### config.mk
export PLATFORM = sky130hd
export DESIGN_NAME = vga_crtc_register_file
export DESIGN_NICKNAME = d
export VERILOG_FILES = /design/src/crtc_pkg.sv /design/src/vga_crtc_register_file.sv /design/src/crtc_datapath.sv /design/src/crtc_ctrl.sv
export SDC_FILE = /design/constraint.sdc
export NUM_CORES = 1
export LEC_CHECK = 0
export BUFFER_PORTS_ARGS = -buffer_cell sky130_fd_sc_hd__buf_2
export CORE_MARGIN = 1.5
export CORE_UTILIZATION = 50
export DETAILED_ROUTE_END_ITERATION = 6
export PLACE_DENSITY = 0.71
export SETUP_SLACK_MARGIN = 0.4
export SYNTH_ARGS = -nofsm -noshare
export SYNTH_HDL_FRONTEND = slang
export SYNTH_SLANG_ARGS = --single-unit
export TNS_END_PERCENT = 20
### constraint.sdc
create_clock -name clk -period 8.75 [get_ports clk]
set_input_delay 2.1875 -clock clk [delete_from_list [all_inputs] [get_ports clk]]
set_output_delay 2.1875 -clock clk [all_outputs]
set_load 0.02 [all_outputs]
### src/crtc_pkg.sv
// Package with shared types and constants for the CRT controller register file.
`timescale 1ns / 1ps
package crtc_pkg;
    localparam int RegisterCount = 25;
    localparam int IdxW = (RegisterCount > 1) ? $clog2(RegisterCount) : 1;

    localparam logic [1:0] CMD_WR_INDEX = 2'd0;
    localparam logic [1:0] CMD_RD_INDEX = 2'd1;
    localparam logic [1:0] CMD_WR_DATA  = 2'd2;
    localparam logic [1:0] CMD_RD_DATA  = 2'd3;

    localparam logic [7:0] CR_HDISP    = 8'h01;
    localparam logic [7:0] CR_VTOTAL   = 8'h06;
    localparam logic [7:0] CR_OVERFLOW = 8'h07;
    localparam logic [7:0] CR_PRESET   = 8'h08;
    localparam logic [7:0] CR_MAXSCAN  = 8'h09;
    localparam logic [7:0] CR_CURSTART = 8'h0a;
    localparam logic [7:0] CR_STARTHI  = 8'h0c;
    localparam logic [7:0] CR_STARTLO  = 8'h0d;
    localparam logic [7:0] CR_CURHI    = 8'h0e;
    localparam logic [7:0] CR_CURLO    = 8'h0f;
    localparam logic [7:0] CR_VRETEND  = 8'h11;
    localparam logic [7:0] CR_VDEND    = 8'h12;
    localparam logic [7:0] CR_UNDERLN  = 8'h14;
    localparam logic [7:0] CR_VBSTART  = 8'h15;
    localparam logic [7:0] CR_VBEND    = 8'h16;
    localparam logic [7:0] CR_MODE     = 8'h17;
    localparam logic [7:0] CR_LINECMP  = 8'h18;

    localparam logic [1:0] CLASS_EGA = 2'd1;
    localparam logic [1:0] CLASS_VGA = 2'd2;

    localparam logic [1:0] SHIFT_BYTE  = 2'd0;
    localparam logic [1:0] SHIFT_WORD  = 2'd1;
    localparam logic [1:0] SHIFT_DWORD = 2'd2;

    // Commands from the controller to the datapath.
    typedef struct packed {
        logic       load;   // capture one transfer
        logic [1:0] cmd;
        logic [7:0] value;
    } crtc_cmd_t;
endpackage

### src/vga_crtc_register_file.sv
// Top level of the CRT controller register file.
// Latency: a result is valid the cycle after its input transfer.
// Throughput: one transfer per cycle while the output is not stalled; the single result register is refilled
// in the same cycle it drains.
// Reset: all registers and derived values clear, address shift is word mode,
// cursor is on and machine class is VGA.
`timescale 1ns / 1ps
module vga_crtc_register_file
    import crtc_pkg::*;
(
    input  logic        clk,
    input  logic        rst_n,
    input  logic        cfg_we,
    input  logic [1:0]  cfg_data,
    input  logic        in_valid,
    output logic        in_stall,
    input  logic [1:0]  cmd,
    input  logic [7:0]  value,
    output logic        out_valid,
    input  logic        out_stall,
    output logic [7:0]  read_data,
    output logic        resize_now,
    output logic        resize_later,
    output logic        retrace_irq_clear,
    output logic [15:0] start_address,
    output logic [15:0] cursor_address,
    output logic [9:0]  split_line,
    output logic [1:0]  address_shift,
    output logic [4:0]  row_scroll_skip,
    output logic [1:0]  byte_scroll_skip,
    output logic        cursor_on
);
    logic [1:0] class_reg;
    crtc_cmd_t  ctl;

    always_ff @(posedge clk or negedge rst_n)
    begin
        if (!rst_n)
            class_reg <= CLASS_VGA;
        else if (cfg_we)
            class_reg <= cfg_data;
    end

    crtc_ctrl u_ctrl (
        .clk, .rst_n, .in_valid, .in_stall, .cmd, .value,
        .out_valid, .out_stall, .ctl
    );

    crtc_datapath u_dp (
        .clk, .rst_n, .ctl, .machine_class(class_reg),
        .read_data, .resize_now, .resize_later, .retrace_irq_clear,
        .start_address, .cursor_address, .split_line,
        .address_shift, .row_scroll_skip, .byte_scroll_skip, .cursor_on
    );
endmodule

### src/crtc_datapath.sv
// Register storage, derived display values and result register.
`timescale 1ns / 1ps
module crtc_datapath
    import crtc_pkg::*;
(
    input  logic        clk,
    input  logic        rst_n,
    input  crtc_cmd_t   ctl,
    input  logic [1:0]  machine_class,
    output logic [7:0]  read_data,
    output logic        resize_now,
    output logic        resize_later,
    output logic        retrace_irq_clear,
    output logic [15:0] start_address,
    output logic [15:0] cursor_address,
    output logic [9:0]  split_line,
    output logic [1:0]  address_shift,
    output logic [4:0]  row_scroll_skip,
    output logic [1:0]  byte_scroll_skip,
    output logic        cursor_on
);
    logic [7:0]  index_reg;
    logic [7:0]  regs_reg [RegisterCount];
    logic [7:0]  regs_next [RegisterCount];
    logic        wp_reg, wp_next;
    logic [15:0] start_reg, start_next;
    logic [15:0] cur_reg, cur_next;
    logic [9:0]  split_reg, split_next;
    logic [1:0]  shift_reg, shift_next;
    logic [4:0]  rskip_reg, rskip_next;
    logic [1:0]  bskip_reg, bskip_next;
    logic        cen_reg, cen_next;
    logic [7:0]  rd_reg, rd_next;
    logic        now_reg, now_next, later_reg, later_next, irq_reg, irq_next;

    logic        known;
    logic [IdxW-1:0] idx;
    logic [7:0]  old, v, diff;
    logic        vga;

    assign known = ({24'd0, index_reg} < RegisterCount);
    assign idx   = index_reg[IdxW-1:0];
    assign old   = known ? regs_reg[idx] : 8'd0;
    assign v     = ctl.value;
    assign vga   = machine_class[1];
    assign diff  = (v > old) ? (v - old) : (old - v);

    always_comb
    begin
        logic [7:0] u14, u17;
        regs_next  = regs_reg;
        wp_next    = wp_reg;
        start_next = start_reg;
        cur_next   = cur_reg;
        split_next = split_reg;
        shift_next = shift_reg;
        rskip_next = rskip_reg;
        bskip_next = bskip_reg;
        cen_next   = cen_reg;
        rd_next    = 8'd0;
        now_next   = 1'b0;
        later_next = 1'b0;
        irq_next   = 1'b0;
        u14 = regs_reg[CR_UNDERLN[IdxW-1:0]];
        u17 = regs_reg[CR_MODE[IdxW-1:0]];
        case (ctl.cmd)
            CMD_RD_INDEX: rd_next = index_reg;
            CMD_RD_DATA:  rd_next = old;
            CMD_WR_DATA:
            begin
                if (known) begin
                    if (index_reg == CR_OVERFLOW)
                        split_next[8] = v[4];
                    if (!(index_reg <= CR_OVERFLOW && wp_reg)) begin
                        regs_next[idx] = v;
                        if (index_reg == CR_UNDERLN) u14 = v;
                        if (index_reg == CR_MODE) u17 = v;
                        case (index_reg)
                            CR_HDISP, CR_VTOTAL, CR_VBSTART, CR_VBEND:
                                now_next = (old != v);
                            CR_OVERFLOW: now_next = |((old ^ v) & 8'hd6);
                            CR_PRESET:
                            begin
                                rskip_next = v[4:0];
                                bskip_next = vga ? v[6:5] : 2'd0;
                            end
                            CR_MAXSCAN:
                            begin
                                if (vga) split_next[9] = v[6];
                                now_next = |((old ^ v) & 8'hbf);
                            end
                            CR_CURSTART: cen_next = vga ? ~v[5] : 1'b1;
                            CR_STARTHI:  start_next[15:8] = v;
                            CR_STARTLO:  start_next[7:0] = v;
                            CR_CURHI:    cur_next[15:8] = v;
                            CR_CURLO:    cur_next[7:0] = v;
                            CR_VRETEND:
                            begin
                                irq_next = (machine_class >= CLASS_EGA) && !v[4];
                                wp_next  = vga && v[7];
                            end
                            CR_VDEND:
                            begin
                                if (old != v) begin
                                    later_next = (diff < 8'd3);
                                    now_next   = !(diff < 8'd3);
                                end
                            end
                            CR_UNDERLN, CR_MODE:
                            begin
                                if (index_reg == CR_UNDERLN && !vga)
                                    shift_next = SHIFT_WORD;
                                else if (u14[5])
                                    shift_next = SHIFT_DWORD;
                                else if (u17[6])
                                    shift_next = SHIFT_BYTE;
                                else
                                    shift_next = SHIFT_WORD;
                            end
                            CR_LINECMP:  split_next[7:0] = v;
                            default: ;
                        endcase
                    end
                end
            end
            default: ;
        endcase
    end

    always_ff @(posedge clk or negedge rst_n)
    begin
        if (!rst_n) begin
            index_reg <= 8'd0;
            for (int i = 0; i < RegisterCount; i++) regs_reg[i] <= 8'd0;
            wp_reg    <= 1'b0;
            start_reg <= 16'd0;
            cur_reg   <= 16'd0;
            split_reg <= 10'd0;
            shift_reg <= SHIFT_WORD;
            rskip_reg <= 5'd0;
            bskip_reg <= 2'd0;
            cen_reg   <= 1'b1;
            rd_reg    <= 8'd0;
            now_reg   <= 1'b0;
            later_reg <= 1'b0;
            irq_reg   <= 1'b0;
        end else if (ctl.load) begin
            if (ctl.cmd == CMD_WR_INDEX) index_reg <= v;
            regs_reg  <= regs_next;
            wp_reg    <= wp_next;
            start_reg <= start_next;
            cur_reg   <= cur_next;
            split_reg <= split_next;
            shift_reg <= shift_next;
            rskip_reg <= rskip_next;
            bskip_reg <= bskip_next;
            cen_reg   <= cen_next;
            rd_reg    <= rd_next;
            now_reg   <= now_next;
            later_reg <= later_next;
            irq_reg   <= irq_next;
        end
    end

    assign read_data          = rd_reg;
    assign resize_now         = now_reg;
    assign resize_later       = later_reg;
    assign retrace_irq_clear  = irq_reg;
    assign start_address      = start_reg;
    assign cursor_address     = cur_reg;
    assign split_line         = split_reg;
    assign address_shift      = shift_reg;
    assign row_scroll_skip    = rskip_reg;
    assign byte_scroll_skip   = bskip_reg;
    assign cursor_on          = cen_reg;
endmodule

### src/crtc_ctrl.sv
// Handshake controller: one result register with a single-entry hold.
`timescale 1ns / 1ps
module crtc_ctrl
    import crtc_pkg::*;
(
    input  logic       clk,
    input  logic       rst_n,
    input  logic       in_valid,
    output logic       in_stall,
    input  logic [1:0] cmd,
    input  logic [7:0] value,
    output logic       out_valid,
    input  logic       out_stall,
    output crtc_cmd_t  ctl
);
    typedef enum logic {ST_EMPTY, ST_FULL} state_t;
    state_t state_reg, state_next;
    logic   take;

    // A new transfer is taken when the result slot is empty or being drained.
    assign in_stall  = (state_reg == ST_FULL) && out_stall;
    assign take      = in_valid && !in_stall;
    assign ctl.load  = take;
    assign ctl.cmd   = cmd;
    assign ctl.value = value;
    assign out_valid = (state_reg == ST_FULL);

    always_comb
    begin
        case (state_reg)
            ST_EMPTY: state_next = take ? ST_FULL : ST_EMPTY;
            ST_FULL:  state_next = (take || out_stall) ? ST_FULL : ST_EMPTY;
            default:  state_next = ST_EMPTY;
        endcase
    end

    always_ff @(posedge clk or negedge rst_n)
    begin
        if (!rst_n)
            state_reg <= ST_EMPTY;
        else
            state_reg <= state_next;
    end
endmodule
==> results.yml <==
setup_path:
  crit_chain: "buf_4 > mux4_2 > mux2i_1 > a22oi_1 > nand4_1 > ha_1 > nand4_1 > a211oi_1 > or4_1 > a2111oi_0 > mux2i_1 > a221o_1"
  worst_path_largest_cell_delay_ps: 780
  critPathMaxFanout: 37
  arrival_ps: 5810
  critical_path.endpoint_type: "flip-flop"
  timing.critical_path.from_type: "flip-flop"
  cp_data_required_time_ps: 9180
  critPathSlowestCell: "sky130_fd_sc_hd__dfrtp_4"
  critPathKind: "reg2reg"
cells_and_area:
  final_cell_mix: "sky130_fd_sc_hd__dfrtp_1, sky130_fd_sc_hd__nand2_1, sky130_fd_sc_hd__mux2_2"
  final_nets: 1228
  num_antenna_cells: 0
  largest_register_ff_count: 200
  area_delta_synth_final_pct: 11.9
  post-route-util_pct: 57.4
  multi_input_combinational_cell_area_mm2: 0.00571
  fillerInstances: 2097
  postLayoutCellArea_mm2: 0.0146
  layout.cells.most_common: "sky130_fd_sc_hd__dfrtp_1"
  area.sequential_mm2: 0.00689
  drive_gt1_share_pct: 27.6
clocking:
  total_setup_buffers_inserted_after_cts: 0
  tritoncts: "done"
  cts_root_buf: "sky130_fd_sc_hd__clkbuf_16"
  post_cts_hold_buffer_count: 0
  worst_skew_pair.late_latency_ps: 560
  clock-sinks: 275
  ctsHtreeMaxLevel: 1
  clkTransAtPathRegs_ps: 60
  cts_made_buffers: 29
  post_cts_resized: 0
  cts_buffer_depth: 3
floorplanning:
  die-width_um: 164
  design.portCount: 82
  die_y_um: 164
  design.die.area_mm2: 0.0270
  coreArea_mm2: 0.0254
  num_rows: 58
  starting_utilization_of_the_core_area_pct: 51.3
placement:
  placedInstanceArea_mm2: 0.0136
  io_buffer_count: 81
  dpl.hpwl_um: 22400
  gpl_congestion: 0.882
drt:
  wl_um: 34000
  drt_drc_violations_left: 0
  num_vias: 9250
  drt-wirelength-per-cell_um: 22.0
  route.antenna.remaining_nets: 0
  first_pass_iteration_count_of_the_detailed_router: 5
  vias_per_cell: 5.99
  drt_iter0_markers: 933
global_route:
  overflow: 0
  grt_pass1_vias: 9463
  pin_count_of_the_biggest_net_entering_global_routing: 123
  grt_first_pass_wirelength_um: 54000
  grtUsageTotal_pct: 26.2
  grt_antenna_before_repair: 0
pwr:
  static-leakage-power_nw: 7.26
  power.share.sequential_pct: 44.8
  p_int_w: 0.00225
  power.switching_fraction_pct: 28.6
  switching_power_w: 0.000900
  power.share.clock_pct: 38.7
  combinationalPowerShare_pct: 16.6
  power.ir.vdd_worst_v: 0.000146
  cellPowerDensity_mw_per_mm2: 216
  power_w: 0.00315
job:
  timing.max_cap.violations: 0
sta:
  worst_pin_slew_ps: 1130
  skew_ps: 17.5
  clock.fmax_mhz: 186
  post-route-min-period_ps: 5390
  setup_tns_ps: 0
  rsz0062_at_grt: "false"
  finalCritPeriodShare_pct: 61.6
  report.final.setup_viol: 0
  final_max_slew_viol_count: 0
  max_slew_margin_pct: 24.1
  final_hold_viol_count: 0
logic_synthesis:
  yosysSeqAreaShare_pct: 52.9
  synth-async-reset-ratio_pct: 100
  ys_types: 61
  ys.warnings.count: 0
  synth_ff_type: "sky130_fd_sc_hd__dfrtp_1"
  post_synth_inst_count: 1142
  syn-cell-area_mm2: 0.0130
  synth_fp_nets: 1179
  post_syn_area_per_cell_um2: 11.4
  synth_enable_flop_cells: 0
  synth-seq-cells: 275
status:
  status: "completed"
min_path:
  worstHoldPathType: "reg2reg"
==> cell families after synthesis <==
kind of cell	count (synthesis)	share of synthesized area, %
and+or+nand+nor	380	13.5
DFF	275	52.9
muxes	202	21.4
AOI/OAI and AO/OA	150	6.65
buffers and inverters	112	3.32
adders and majority gates	20	2.04
xor gates and xnor gates	3	0.202
==> worst max-delay path: cells and delay by family (launching register included) <==
kind,cells,cell delay [ps]
AO/OA/AOI/OAI,4,1360
flip-flops,1,780
AND/OR/NAND/NOR,3,960
multiplexers,3,1100
adder cells (fa/ha/maj),1,380
buffers and inverters,1,650
==> layout make-up <==
type / instances / area share, %
clock buffers: 44 / 5.64
well taps: 330 / 2.83
inverters: 41 / 1.06
repair buffers: 89 / 3.26
flip-flops and latches: 275 / 47.3
clock inverters: 10 / 0.815
multi-input cells: 755 / 39.1
==> cells in the mapped netlist (all sizes together), types with 2 or more instances <==
| cell type | n | area share, % |
|---|---|---|
| nand4 | 14 | 0.67 |
| clkbuf | 50 | 1.4 |
| or3 | 5 | 0.24 |
| nor3 | 13 | 0.91 |
| a211oi | 3 | 0.17 |
| o21ai | 81 | 3.1 |
| mux4 | 48 | 8.3 |
| or4 | 3 | 0.17 |
| and3 | 7 | 0.34 |
| o31ai | 5 | 0.29 |
| nand2b | 5 | 0.24 |
| inv | 41 | 1.2 |
| mux2 | 133 | 11 |
| nor3b | 10 | 0.74 |
| buf | 21 | 0.70 |
| ha | 18 | 1.7 |
| a21oi | 30 | 1.2 |
| a21boi | 2 | 0.14 |
| nand2 | 263 | 7.6 |
| nor2 | 25 | 0.78 |
| a22oi | 8 | 0.46 |
| nor4 | 6 | 0.45 |
| mux2i | 21 | 1.6 |
| or2 | 2 | 0.096 |
| a2111oi | 2 | 0.13 |
| nor2b | 7 | 0.34 |
| a21o | 3 | 0.17 |
| and2 | 2 | 0.096 |
| dfstp | 3 | 0.61 |
| a31oi | 3 | 0.14 |
| dfrtp | 272 | 52 |
| xnor2 | 2 | 0.13 |
| nand3 | 12 | 0.50 |
| fa | 2 | 0.31 |
| nand3b | 5 | 0.29 |
| o22ai | 3 | 0.14 |
==> through the flow <==
| step | hold WS, ps | setup WS (ps) | instances |
|---|---|---|---|
| finish | 461 | 3360 | 1544 |
| CTS | 464 | 3370 | 1544 |
| detailed placement | 451 | 3150 | 1490 |
| floorplan | 433 | 4150 | 1142 |
| global placement | 447 | 3180 | 1490 |
| global route | 478 | 3130 | 1544 |
==> worst paths after layout <==
path	from	endpoint	slack, ps	cells after the start
worst max-delay path	u_dp.index_reg[0]	u_dp.resize_now	3360	12
worst min-delay path	u_dp.cursor_address[3]	u_dp.cursor_address[3]	460	2
worst max register to register	u_dp.index_reg[0]	u_dp.resize_now	3360	12
worst min register to register	u_dp.cursor_address[3]	u_dp.cursor_address[3]	460	2
max in group asynchronous	rst_n	u_dp.regs_reg[183]	5470	2
min in group asynchronous	rst_n	u_dp.regs_reg[11]	1680	1
==> power by group through the flow <==
stage          logic, W  registers (W)  clock network, W
2_1_floorplan  0.000352        0.00142                 0
3_3_place_gp   0.000513        0.00143                 0
3_5_place_dp   0.000516        0.00143                 0
4_1_cts        0.000519        0.00141           0.00123
5_1_grt        0.000566        0.00142           0.00129
6_report       0.000521        0.00141           0.00122
==> metal layers <==
metal	GRT usage (%)	routed length (um)	vias to the layer above
met2	41.2	15900	347
li1	-	-	4098
met4	10.1	1250	0
met3	4.60	2140	81
met5	0	0	-
met1	36.6	14700	4724
Note: power is estimated with default switching activity, not from simulation.
